`config.mk`:
```
export PLATFORM = sky130hd
export DESIGN_NAME = vdac_front
export DESIGN_NICKNAME = d
export VERILOG_FILES = /design/src/vdac_pkg.sv /design/src/vdac_front.sv
export SDC_FILE = /design/constraint.sdc
export NUM_CORES = 1
export LEC_CHECK = 0
export ABC_CLOCK_PERIOD_IN_PS = 1900
export BUFFER_PORTS_ARGS = -buffer_cell sky130_fd_sc_hd__buf_2
export CAP_MARGIN = 30
export CORE_UTILIZATION = 45
export DETAILED_ROUTE_END_ITERATION = 10
export GPL_TIMING_DRIVEN = 0
export PLACE_DENSITY = 0.83
export SYNTH_ARGS = -nofsm -noshare
export SYNTH_HDL_FRONTEND = slang
export SYNTH_SLANG_ARGS = --single-unit
```
`constraint.sdc`:
```
create_clock -name clk -period 1.9 [get_ports clk]
set_clock_uncertainty 0.15 [all_clocks]
set_input_delay 0.38 -clock clk [delete_from_list [all_inputs] [get_ports clk]]
set_output_delay 0.38 -clock clk [all_outputs]
set_load 0.005 [all_outputs]
```
`src/vdac_pkg.sv`:
```
// Shared types and constants for the VGA DAC palette lookup unit.
`timescale 1ns / 1ps

package vdac_pkg;

  // Palette geometry
  localparam int PAL_DEPTH = 256;
  localparam int IDX_W     = $clog2(PAL_DEPTH);
  localparam int COMP_W    = 6;
  localparam int BLUE_W    = COMP_W + 1;  // blue plus opaque flag on top
  localparam int DATA_W    = 8;
  localparam int WORD_W    = 32;

  localparam logic [7:0] ALPHA_OPAQUE = 8'hFF;
  localparam logic [7:0] ALPHA_CLEAR  = 8'h00;

  // Request action codes on the input channel
  localparam logic [1:0] ACT_SET_PTR = 2'd0;
  localparam logic [1:0] ACT_WRITE   = 2'd1;
  localparam logic [1:0] ACT_LOOKUP  = 2'd2;

  // Command codes carried through the queue
  localparam logic [1:0] OP_SET_PTR = 2'd0;
  localparam logic [1:0] OP_WRITE   = 2'd1;
  localparam logic [1:0] OP_LOOKUP  = 2'd2;

  // Component sequencer steps
  localparam logic [1:0] STEP_RED   = 2'd0;
  localparam logic [1:0] STEP_GREEN = 2'd1;
  localparam logic [1:0] STEP_BLUE  = 2'd2;
  localparam logic [1:0] STEP_BAD   = 2'd3;

  // Command queue between front and back
  localparam int Q_DEPTH = 2;
  localparam int QPTR_W  = $clog2(Q_DEPTH);
  localparam int QCNT_W  = $clog2(Q_DEPTH + 1);

  typedef struct packed {
    logic [1:0]        op;
    logic [DATA_W-1:0] arg;
  } cmd_t;

  typedef struct packed {
    logic [1:0] step;
    logic       rd_vld;
  } stat_t;

endpackage

```
`src/vdac_front.sv`:
```
// Front end: accepts requests, classifies them and queues commands for the back end.
`timescale 1ns / 1ps

module vdac_front
  import vdac_pkg::*;
(
  input  logic              clk,
  input  logic              rst_n,
  input  logic              in_valid,
  output logic              in_ready,
  input  logic [1:0]        in_action,
  input  logic [DATA_W-1:0] in_port_data,
  input  logic [IDX_W-1:0]  in_pixel_index,
  output logic              q_valid,
  input  logic              q_ready,
  output cmd_t              q_cmd
);

  cmd_t              q_mem_r [Q_DEPTH];
  logic [QPTR_W-1:0] wr_ptr_r, wr_ptr_nxt;
  logic [QPTR_W-1:0] rd_ptr_r, rd_ptr_nxt;
  logic [QCNT_W-1:0] cnt_r, cnt_nxt;

  cmd_t cls_cmd;
  logic cls_keep;
  logic push, pop;

  // Classify: unused action code is accepted and dropped
  always_comb begin
    cls_cmd  = '0;
    cls_keep = 1'b1;
    case (in_action)
      ACT_SET_PTR: begin
        cls_cmd.op  = OP_SET_PTR;
        cls_cmd.arg = in_port_data;
      end
      ACT_WRITE: begin
        cls_cmd.op  = OP_WRITE;
        cls_cmd.arg = in_port_data;
      end
      ACT_LOOKUP: begin
        cls_cmd.op  = OP_LOOKUP;
        cls_cmd.arg = in_pixel_index;
      end
      default: begin
        cls_keep = 1'b0;
      end
    endcase
  end

  assign in_ready = (cnt_r != QCNT_W'(Q_DEPTH));
  assign push     = in_valid && in_ready && cls_keep;
  assign q_valid  = (cnt_r != '0);
  assign pop      = q_valid && q_ready;
  assign q_cmd    = q_mem_r[rd_ptr_r];

  always_comb begin
    wr_ptr_nxt = wr_ptr_r;
    rd_ptr_nxt = rd_ptr_r;
    cnt_nxt    = cnt_r;
    if (push) begin
      wr_ptr_nxt = (wr_ptr_r == QPTR_W'(Q_DEPTH - 1)) ? '0 : wr_ptr_r + 1'b1;
    end
    if (pop) begin
      rd_ptr_nxt = (rd_ptr_r == QPTR_W'(Q_DEPTH - 1)) ? '0 : rd_ptr_r + 1'b1;
    end
    if (push && !pop) begin
      cnt_nxt = cnt_r + 1'b1;
    end else if (pop && !push) begin
      cnt_nxt = cnt_r - 1'b1;
    end
  end

  always_ff @(posedge clk) begin
    if (!rst_n) begin
      wr_ptr_r <= '0;
      rd_ptr_r <= '0;
      cnt_r    <= '0;
    end else begin
      wr_ptr_r <= wr_ptr_nxt;
      rd_ptr_r <= rd_ptr_nxt;
      cnt_r    <= cnt_nxt;
    end
  end

  always_ff @(posedge clk) begin
    if (push) begin
      q_mem_r[wr_ptr_r] <= cls_cmd;
    end
  end

endmodule

```
==> results.tsv <==
metric	value	unit
status	finished clean	
CP delay by family, top	multiplexers	
headroom to the max-slew limit	64.83	%
Post-Place Cells	145	
register share of total power	53.1	%
Comb pwr share	31.0	%
hold_buf cts	0	
synth cell count leaders	edfxtp_1, mux2_1, nand2_1, inv_1, o21ai_1	
fin crit share	95.35	%
synth top area cells	edfxtp_1, mux2_1, dfxtp_1, o21ai_1, nand2_1	
Post-synth EDFFs	20	
Ports	34	
clock root buffer	clkbuf_4	
Slew @ Worst Pin	0.5252	ns
gpl congestion	0.6305	
Syn Inst Count	84	
Seq/Total Area, Yosys	65.12	%
Clock Pin Slew Worst Setup and Hold Paths	0.13	ns
die height	50.90	um
Post-Syn Nets	107	
total number of vias	731	
Distinct cells, synth	21	
# clock sinks	25	
filler instances	201	
Final Hold Vio Count	0	
Cell Area, Placed	0.001276	mm^2
Setup WS pre-CTS	-0.2253	ns
# rows	17	
CTS Buf Count	3	
initial core utilization	48.18	%
WS Path Type	flop to output port	
vias in the first global route	689	
htree depth	1	
Async S/R FF share, synth	0	%
initial drt markers	6	
post-synth top area cell	edfxtp_1	
Seq cells post-synth	25	
critical path fanouts, max	10	
pin count of the biggest net entering global routing	15	
achievable frequency	552.0	MHz
vias per cell	4.906	
CP Buf/Inv Count	2	
Switching Fraction	27.87	%
WL per Instance	12.15	um
final non-filler cell total	149	
ANT cells	0	
initial antenna violation count	0	
critical path launch point type	flop	
Clk Latency, worst-skew pair	0.30	ns
Final min period	1.812	ns
Tightest Hold Check Type	input pin to flop	
Clk pwr share	15.9	%
Layout area overhead	21.74	%
syn avg cell area	12.81	um^2
critical path capture point type	output port	
CTS tree	yes	
Final WS setup	0.08830	ns
first-pass GRT wire length	2.856	mm
CP Cell Sequence	buf_4 -> mux2_1 -> buf_2	
Die ar.	0.002591	mm^2
Pins Over Slew Limit	0	
DR pass1 iterations	4	
ys flop type	edfxtp_1	
sw power	0.3863	mW
worst path arrival time	1.28	ns
synthesized cell area	0.001076	mm^2
PortBufs	33	
ANT nets after route	0	
clock buffer depth	2	
share of the synthesized area in the top cell type	55.81	%
Die Width	50.90	um
CORE AREA	0.002233	mm^2
most common cell in the netlist	edfxtp_1	
maximum vdd drop	0.6382	mV
internal cell power	0.9995	mW
Global Route Usage Sum	14.83	%
layout cells sized above 1	33.06	%
LEAKAGE	0.5557	nW
CP peak stage delay	0.34	ns
WP data required	1.37	ns
Max-cap violations	0	
yosys warns	0	
# DRC	0	
DP HPWL	1.370	mm
slowest CP cell	mux2_1	
Design Area, Final	0.001310	mm^2
Setup Viol. Count Final	0	
Post-CTS Setup Bufs	0	
final wirelength	1.811	mm
final net count	145	
RSZ-0062 raised after global routing	yes	
GRT overflow	0	
PwrDens	1058	mW/mm^2
-- worst register-to-register path, delay by kind of cell, from the launching register on --
family,cells,cell delay (ns)
adder cells (fa/ha/maj),1,0.34
AO/OA/AOI/OAI,1,0.13
AND/OR/NAND/NOR,3,0.76
flip-flops,1,0.37
-- placed cells by master (no fill, tap or decap) --
| cell | count |
|---|---|
| a21boi_1 | 1 |
| and2_1 | 4 |
| and3_1 | 1 |
| buf_2 | 33 |
| buf_4 | 1 |
| clkbuf_1 | 2 |
| clkbuf_4 | 3 |
| clkinv_2 | 1 |
| dfxtp_1 | 4 |
| dfxtp_2 | 1 |
| edfxtp_1 | 20 |
| ha_1 | 1 |
| inv_1 | 8 |
| mux2_1 | 10 |
| mux2i_1 | 1 |
| nand2_1 | 10 |
| nand2b_1 | 2 |
| nor2b_1 | 2 |
| nor2b_2 | 1 |
| o21ai_0 | 1 |
| o21ai_1 | 8 |
| o22ai_1 | 1 |
| or2_1 | 1 |
| or3_1 | 1 |
| xnor2_1 | 2 |
| xor2_1 | 1 |
-- metal layers --
| metal | track usage (%) | part of all wire, % | vias up | wire, um |
|---|---|---|---|---|
| li1 | - | - | 363 | - |
| met1 | 17.32 | 43 | 342 | 774 |
| met2 | 28.07 | 53 | 26 | 957 |
| met3 | 1.786 | 4.4 | 0 | 80 |
| met4 | 4.167 | 0 | 0 | 0 |
| met5 | 0 | 0 | - | 0 |
-- registers in the layout, indices dropped and copies added (netlist names), named ones only --
signal    count
q_mem_r      20
wr_ptr_r      1
cnt_r         2
rd_ptr_r      1
-- worst paths after layout --
path                            endpoint  slack [ns]  cells after the start  startpoint
worst max register to register  cnt_r[1]        0.09                      5    cnt_r[0]
worst max-delay path            q_cmd[8]        0.09                      3        flop
worst min register to register  wr_ptr_r        0.35                      2    wr_ptr_r
worst min-delay path            rd_ptr_r        0.21                      2       rst_n
-- cell families (layout without fill, tap and decap cells) --
| logic type | Yosys count | in the layout | share of synthesized area [%] |
|---|---|---|---|
| fa+ha+maj | 1 | 1 | 1.163 |
| simple gates | 22 | 22 | 10.47 |
| compound gates | 11 | 11 | 5.465 |
| mux | 11 | 11 | 11.40 |
| flops | 25 | 25 | 65.12 |
| xor+xnor | 3 | 3 | 2.442 |
| buf+inv | 11 | 48 | 3.953 |
-- power groups by stage --
stage	Sequential [mW]	Combinational, mW	Clock [mW]
after global routing	0.744	0.484	0.253
after floorplan	0.734	0.275	0
after detailed placement	0.747	0.429	0
after CTS	0.734	0.439	0.224
final	0.736	0.429	0.220
after global placement	0.740	0.411	0
-- repair_timing --
action | 4_1_cts | 5_1_grt
endpoints found under the setup margin | 11 | 11
resized for setup | 2 | 1
hold endpoints to repair | 0 | 0
-- stage by stage --
step / utilization, % / setup TNS [ns] / hold slack [ns] / total power [mW]
after global routing: 58.66 / -0.04646 / 0.2008 / 1.481
after global placement: 57.14 / -1.464 / 0.3094 / 1.151
final: 58.66 / 0 / 0.2095 / 1.386
after floorplan: - / 0 / 0.3014 / 1.009
after detailed placement: 57.14 / -2.251 / 0.3329 / 1.176
after CTS: 58.60 / 0 / 0.2071 / 1.397
-- final cells by class --
class                           count  area [um^2]  area share (%)
Sequential cell                    25        701.9           53.58
Multi-Input combinational cell     48        335.3           25.60
Timing Repair Buffer               33        165.2           12.61
Tap cell                           28        35.03           2.674
Inverter                            8        30.03           2.292
Clock buffer                        3        22.52           1.719
Buffer                              3        15.01           1.146
Clock inverter                      1        5.005          0.3820
(Power assumes the default switching activity.)
