--- src/vdac_pkg.sv ---
// Shared types and constants for the VGA DAC palette lookup unit.
`timescale 1ns / 1ps

package vdac_pkg;

  // Palette geometry
  localparam int PAL_DEPTH = 256;
  localparam int IDX_W     = $clog2(PAL_DEPTH);
  localparam int COMP_W    = 6;
  localparam int BLUE_W    = COMP_W + 1;  // blue plus opaque flag on top
  localparam int DATA_W    = 8;
  localparam int WORD_W    = 32;

  localparam logic [7:0] ALPHA_OPAQUE = 8'hFF;
  localparam logic [7:0] ALPHA_CLEAR  = 8'h00;

  // Request action codes on the input channel
  localparam logic [1:0] ACT_SET_PTR = 2'd0;
  localparam logic [1:0] ACT_WRITE   = 2'd1;
  localparam logic [1:0] ACT_LOOKUP  = 2'd2;

  // Command codes carried through the queue
  localparam logic [1:0] OP_SET_PTR = 2'd0;
  localparam logic [1:0] OP_WRITE   = 2'd1;
  localparam logic [1:0] OP_LOOKUP  = 2'd2;

  // Component sequencer steps
  localparam logic [1:0] STEP_RED   = 2'd0;
  localparam logic [1:0] STEP_GREEN = 2'd1;
  localparam logic [1:0] STEP_BLUE  = 2'd2;
  localparam logic [1:0] STEP_BAD   = 2'd3;

  // Command queue between front and back
  localparam int Q_DEPTH = 2;
  localparam int QPTR_W  = $clog2(Q_DEPTH);
  localparam int QCNT_W  = $clog2(Q_DEPTH + 1);

  typedef struct packed {
    logic [1:0]        op;
    logic [DATA_W-1:0] arg;
  } cmd_t;

  typedef struct packed {
    logic [1:0] step;
    logic       rd_vld;
  } stat_t;

endpackage

--- src/vdac_ram.sv ---
// Generic single-write, single-read RAM with registered read data.
`timescale 1ns / 1ps

module vdac_ram #(
  parameter int WIDTH = 8,
  parameter int DEPTH = 256
) (
  input  logic                     clk,
  input  logic                     we,
  input  logic [$clog2(DEPTH)-1:0] waddr,
  input  logic [WIDTH-1:0]         wdata,
  input  logic                     re,
  input  logic [$clog2(DEPTH)-1:0] raddr,
  output logic [WIDTH-1:0]         rdata
);

  logic [WIDTH-1:0] mem_r [DEPTH];
  logic [WIDTH-1:0] rdata_r;

  always_ff @(posedge clk) begin
    if (we) begin
      mem_r[waddr] <= wdata;
    end
    if (re) begin
      rdata_r <= mem_r[raddr];
    end
  end

  assign rdata = rdata_r;

endmodule

--- src/vdac_back.sv ---
// Back end: component write sequencer, palette RAMs and lookup output stage.
`timescale 1ns / 1ps

module vdac_back
  import vdac_pkg::*;
(
  input  logic              clk,
  input  logic              rst_n,
  input  logic              q_valid,
  output logic              q_ready,
  input  cmd_t              q_cmd,
  output logic              out_valid,
  input  logic              out_ready,
  output logic [WORD_W-1:0] out_rgba_word,
  output stat_t             stat
);

  logic [IDX_W-1:0]     ptr_r, ptr_nxt;
  logic [1:0]           step_r, step_nxt;
  logic [PAL_DEPTH-1:0] ent_vld_r;
  logic                 rd_vld_r, rd_vld_nxt;
  logic                 rd_ok_r;
  logic                 out_vld_r, out_vld_nxt;
  logic [WORD_W-1:0]    out_word_r;

  logic pop, wr_pop, lk_pop, move, ent_ok;
  logic sel_r, sel_g, sel_b;
  logic we_r, we_g, we_b;
  logic [COMP_W-1:0] d6, wd_r, wd_g;
  logic [BLUE_W-1:0] wd_b;
  logic [COMP_W-1:0] rd_r, rd_g;
  logic [BLUE_W-1:0] rd_b;
  logic [7:0]        alpha;

  assign move    = rd_vld_r && (!out_vld_r || out_ready);
  assign q_ready = (q_cmd.op != OP_LOOKUP) || !rd_vld_r || move;
  assign pop     = q_valid && q_ready;
  assign wr_pop  = pop && (q_cmd.op == OP_WRITE);
  assign lk_pop  = pop && (q_cmd.op == OP_LOOKUP);
  assign d6      = q_cmd.arg[COMP_W-1:0];
  assign ent_ok  = ent_vld_r[ptr_r];

  always_comb begin
    sel_r = 1'b0;
    sel_g = 1'b0;
    sel_b = 1'b0;
    case (step_r)
      STEP_GREEN: sel_g = 1'b1;
      STEP_BLUE:  sel_b = 1'b1;
      default:    sel_r = 1'b1;  // red, also for the never-used step code
    endcase
  end

  // First write into a fresh entry zeroes the other components too
  assign we_r = wr_pop && (sel_r || !ent_ok);
  assign we_g = wr_pop && (sel_g || !ent_ok);
  assign we_b = wr_pop && (sel_b || !ent_ok);
  assign wd_r = sel_r ? d6 : '0;
  assign wd_g = sel_g ? d6 : '0;
  assign wd_b = sel_b ? {1'b1, d6} : {1'b0, rd_b[COMP_W-1:0] & '0};

  always_comb begin
    ptr_nxt  = ptr_r;
    step_nxt = step_r;
    if (pop && (q_cmd.op == OP_SET_PTR)) begin
      ptr_nxt  = q_cmd.arg[IDX_W-1:0];
      step_nxt = STEP_RED;
    end else if (wr_pop) begin
      if (sel_g) begin
        step_nxt = STEP_BLUE;
      end else if (sel_b) begin
        ptr_nxt  = ptr_r + 1'b1;
        step_nxt = STEP_RED;
      end else begin
        step_nxt = STEP_GREEN;
      end
    end
  end

  always_comb begin
    rd_vld_nxt = rd_vld_r;
    if (lk_pop) begin
      rd_vld_nxt = 1'b1;
    end else if (move) begin
      rd_vld_nxt = 1'b0;
    end
    out_vld_nxt = out_vld_r;
    if (move) begin
      out_vld_nxt = 1'b1;
    end else if (out_ready) begin
      out_vld_nxt = 1'b0;
    end
  end

  always_ff @(posedge clk) begin
    if (!rst_n) begin
      ptr_r     <= '0;
      step_r    <= STEP_RED;
      ent_vld_r <= '0;
      rd_vld_r  <= 1'b0;
      out_vld_r <= 1'b0;
    end else begin
      ptr_r     <= ptr_nxt;
      step_r    <= step_nxt;
      rd_vld_r  <= rd_vld_nxt;
      out_vld_r <= out_vld_nxt;
      if (wr_pop) begin
        ent_vld_r[ptr_r] <= 1'b1;
      end
    end
  end

  assign alpha = rd_b[BLUE_W-1] ? ALPHA_OPAQUE : ALPHA_CLEAR;

  always_ff @(posedge clk) begin
    if (lk_pop) begin
      rd_ok_r <= ent_vld_r[q_cmd.arg[IDX_W-1:0]];
    end
    if (move) begin
      out_word_r <= rd_ok_r ? {rd_r, 2'b00, rd_g, 2'b00, rd_b[COMP_W-1:0], 2'b00, alpha}
                            : '0;
    end
  end

  vdac_ram #(.WIDTH(COMP_W), .DEPTH(PAL_DEPTH)) u_ram_red (
    .clk   (clk),
    .we    (we_r),
    .waddr (ptr_r),
    .wdata (wd_r),
    .re    (lk_pop),
    .raddr (q_cmd.arg[IDX_W-1:0]),
    .rdata (rd_r)
  );

  vdac_ram #(.WIDTH(COMP_W), .DEPTH(PAL_DEPTH)) u_ram_green (
    .clk   (clk),
    .we    (we_g),
    .waddr (ptr_r),
    .wdata (wd_g),
    .re    (lk_pop),
    .raddr (q_cmd.arg[IDX_W-1:0]),
    .rdata (rd_g)
  );

  vdac_ram #(.WIDTH(BLUE_W), .DEPTH(PAL_DEPTH)) u_ram_blue (
    .clk   (clk),
    .we    (we_b),
    .waddr (ptr_r),
    .wdata (wd_b),
    .re    (lk_pop),
    .raddr (q_cmd.arg[IDX_W-1:0]),
    .rdata (rd_b)
  );

  assign out_valid     = out_vld_r;
  assign out_rgba_word = out_word_r;
  assign stat.step     = step_r;
  assign stat.rd_vld   = rd_vld_r;

endmodule

--- config.mk ---
export PLATFORM = sky130hd
export DESIGN_NAME = vdac_back
export DESIGN_NICKNAME = d
export VERILOG_FILES = /design/src/vdac_pkg.sv /design/src/vdac_ram.sv /design/src/vdac_back.sv
export SDC_FILE = /design/constraint.sdc
export NUM_CORES = 2
export LEC_CHECK = 0
export BUFFER_PORTS_ARGS = -buffer_cell sky130_fd_sc_hd__buf_2
export CORE_ASPECT_RATIO = 0.6
export CORE_UTILIZATION = 45
export CTS_CLUSTER_DIAMETER = 100
export DETAILED_ROUTE_END_ITERATION = 7
export GPL_TIMING_DRIVEN = 0
export HOLD_SLACK_MARGIN = 0.05
export PLACE_DENSITY = 0.56
export SLEW_MARGIN = 20
export SYNTH_ARGS = -nofsm -noshare
export SYNTH_HDL_FRONTEND = slang
export SYNTH_HIERARCHICAL = 1
export SYNTH_MEMORY_MAX_BITS = 65536
export SYNTH_SLANG_ARGS = --single-unit
export TNS_END_PERCENT = 30
--- constraint.sdc ---
create_clock -name clk -period 24.3 [get_ports clk]
set_clock_uncertainty 0.15 [all_clocks]
set_input_delay 1.215 -clock clk [delete_from_list [all_inputs] [get_ports clk]]
set_output_delay 1.215 -clock clk [all_outputs]
set_load 0.03 [all_outputs]
==> run_results.csv <==
group,metric,value,unit
sta,timing.final.crit_share,36.4,%
logic_synthesis,ys_types,78,
critical_path,r2r_cells,13,
grt,grt_max_degree,83,
logic_synthesis,synthTopCellsByArea,"edfxtp_1, mux4_2, nor2_1",
logic_synthesis,synth_top_family_by_area,"multiplexers",
grt,grt_pass1_wl,955000,um
final_layout,area_delta_synth_final,12.9,%
clock_network,cts_buffer_depth,4,
worst_hold_path,hold_depth,1,
floorplanning,core-area,452000,sq um
logic_synthesis,yosys-top-cells-count,"edfxtp_1, nor2_1, mux4_2",
grt,grt_overflow_total,0,
critical_path,cp_max_fo,10,
logic_synthesis,async_flop_share,0,%
grt,antenna_found_initial,55,
floorplanning,rows,191,
clock_network,cts-root-buf,"clkbuf_16",
clock_network,numCtsBuffers,474,
logic_synthesis,netlist.area_leader.share,71.8,%
final_layout,multi_input_area,48600,sq um
critical_path,worst_setup_path_start_kind,"register",
logic_synthesis,yosys_warnings,6,
worst_hold_path,holdCritPathClass,"register to register",
sta,max_freq,113,MHz
place,io_buffers,43,
floorplanning,die_x,873,um
place,dpl.hpwl,500000,um
critical_path,slowest_stage,"dfxtp_1",
logic_synthesis,yosysMostFrequentCell,"edfxtp_1",
detailed_routing,num_vias,120000,
critical_path,worstPathCellList,"buf_2 > buf_2 > clkbuf_1 > o21ai_0 > a221o_1 > nor4_1 > o311ai_2 > nand2_1 > clkbuf_1 > buf_1 > nand3_1 > clkbuf_2 > nor2_1",
floorplanning,die_h,525,um
logic_synthesis,synthMuxAreaShare,15.0,%
detailed_routing,drtAntennaViolNets,0,
logic_synthesis,synth_edf_count,4903,
clock_network,post_cts_buffers,0,
final_layout,num-fill-cells,35900,
logic_synthesis,ys_seq_area_share,74.5,%
logic_synthesis,yosys_most_used_dff,"edfxtp_1",
floorplanning,pin_count,51,
clock_network,clkTransAtPathRegs,0.07,ns
logic_synthesis,synth.avg_cell_area,18.8,sq um
logic_synthesis,synth_top_area_cell,"edfxtp_1",
critical_path,worstSetupPathDepth,13,
critical_path,crit_family,"buffers and inverters",
place,dpl_worst_slack,15.99,ns
clock_network,cts.htree.levels,5,
logic_synthesis,synth_seq_cells,5171,
sta,maxSlewHeadroom,6.99,%
final_layout,nets,11600,
final_layout,seq_area,153000,sq um
detailed_routing,drt_iter0_drc,21200,
power,vdd.ir_drop.worst,0.0000755,V
critical_path,crit_path_end_kind,"register",
logic_synthesis,syn-cell-area,205000,sq um
sta,maxSlewViolCount,0,
sta,tns,0,ns
grt,grt_pass1_vias,113000,
sta,rsz0062_at_grt,"no",
grt,grtUsageTotal,30.3,%
clock_network,cts.sinks,5171,
clock_network,cts_hold_buf,0,
power,power_leakage,65.1,nW
detailed_routing,vias_per_cell,6.62,
job,maxCapViolCount,0,
detailed_routing,firstDrtPassIters,8,
clock_network,cts_resized,0,
critical_path,critical_path_class,"register to register",
sta,finalSetupViolCount,0,
place,place.gp.congestion,0.958,
sta,final-hold-violation-count,0,
logic_synthesis,synth_simple_gate_area_share,4.89,%
final_layout,drive_gt1_share,21.1,%
logic_synthesis,synth-xor-area-share,0,%
logic_synthesis,synth-compound-area-share,3.63,%
critical_path,cp.buffers_inverters,6,
sta,tightest_slew,1.38,ns
detailed_routing,post-route-drc-count,0,
sta,fin_crit,8.84,ns
detailed_routing,route.detailed.wl_per_inst,39.2,um
power,power.density,77.8,nW/um^2
clock_network,clk-insertion-delay-late,1.01,ns
clock_network,cts_tree,"yes",
sta,fin_ws,15.46,ns
floorplanning,dieArea,458000,sq um
logic_synthesis,synth_cells,10900,
critical_path,cp_data_arrival_time,9.35,ns
sta,holdWs,0.343,ns
logic_synthesis,synth-adder-area-share,0.0366,%
status,status,"complete, no violations",
detailed_routing,wirelength,708000,um
critical_path,slowest_delay,1.13,ns
critical_path,required,24.80,ns
floorplanning,start_util,45.3,%
[cell families (layout without fill, tap and decap cells)]
kind of cell	Yosys count	count (layout)
flip-flops	5171	5171
AND/OR/NAND/NOR	2312	2312
multiplexers	1621	1621
AO/OA/AOI/OAI	1070	1070
buffers and inverters	733	1782
adder cells (fa/ha/maj)	6	6
other	1	37
[area by class of cell]
type	count	share of cell area [%]
clock inverter	302	1.05
inverter	19	0.0308
tap	6079	3.29
timing repair buffer	183	1.54
multi-input combinational	5015	21.0
antenna	31	0.0335
buffer	714	1.75
sequential	5171	66.0
clock buffer	564	5.35
[per-stage QoR]
step | power [mW] | instance area (sq um) | util, % | instances
2_1_floorplan | 10.4 | 205000 | - | 10900
3_3_place_gp | 10.8 | 213000 | 47.0 | 17000
3_5_place_dp | 10.8 | 216000 | 47.8 | 17200
4_1_cts | 18.0 | 231000 | 51.1 | 18000
5_1_grt | 18.4 | 231000 | 51.1 | 18100
6_report | 18.0 | 231000 | 51.1 | 18100
[metal layers]
metal	vias to the layer above	track usage (%)	part of all wire [%]
met4	12	9.37	3.6
met5	-	0	0.019
met1	63500	46.7	41
met3	1288	11.8	16
met2	9277	39.1	39
li1	45700	-	-
[report_power, final]
part / leakage [nW] / switching [mW] / internal [mW]
Combinational: 17.4 / 0.680 / 0.263
Sequential: 40.5 / 0.00692 / 9.69
Clock: 7.22 / 3.36 / 3.99
[layout by cell type (no fill, tap or decap), drive strengths merged, types with 72 or more instances in the layout]
| cell type | count |
|---|---|
| mux4 | 1157 |
| o22ai | 118 |
| buf | 510 |
| dfxtp | 268 |
| clkbuf | 951 |
| nor2 | 1448 |
| nand3 | 171 |
| a21oi | 227 |
| edfxtp | 4903 |
| clkinv | 224 |
| mux2i | 420 |
| o21ai | 93 |
| nor3 | 74 |
| nor2b | 72 |
| and2 | 74 |
| nand2 | 266 |
| a22oi | 272 |
[final timing paths]
kind	startpoint	to	slack, ns
worst min register to register	ent_vld_r[39]	ent_vld_r[39]	0.34
worst min-delay path	ent_vld_r[39]	ent_vld_r[39]	0.34
worst max register to register	ptr_r[3]	u_ram_red/mem_r[134][0]	15.46
worst max-delay path	ptr_r[3]	u_ram_red/mem_r[134][0]	15.46
[sequential cells by signal, indices dropped and copies added, names as in the netlist]
signal and flops:
rd_vld_r 1, u_ram_green/rdata 6, out_valid 1, u_ram_red/mem_r 1536
u_ram_green/mem_r 1536, ptr_r 8, step_r 2, out_rgba_word 19
ent_vld_r 256, rd_ok_r 1, u_ram_red/rdata 6, u_ram_blue/rdata 7
u_ram_blue/mem_r 1792
No activity file was read; power rests on OpenSTA's default activity.
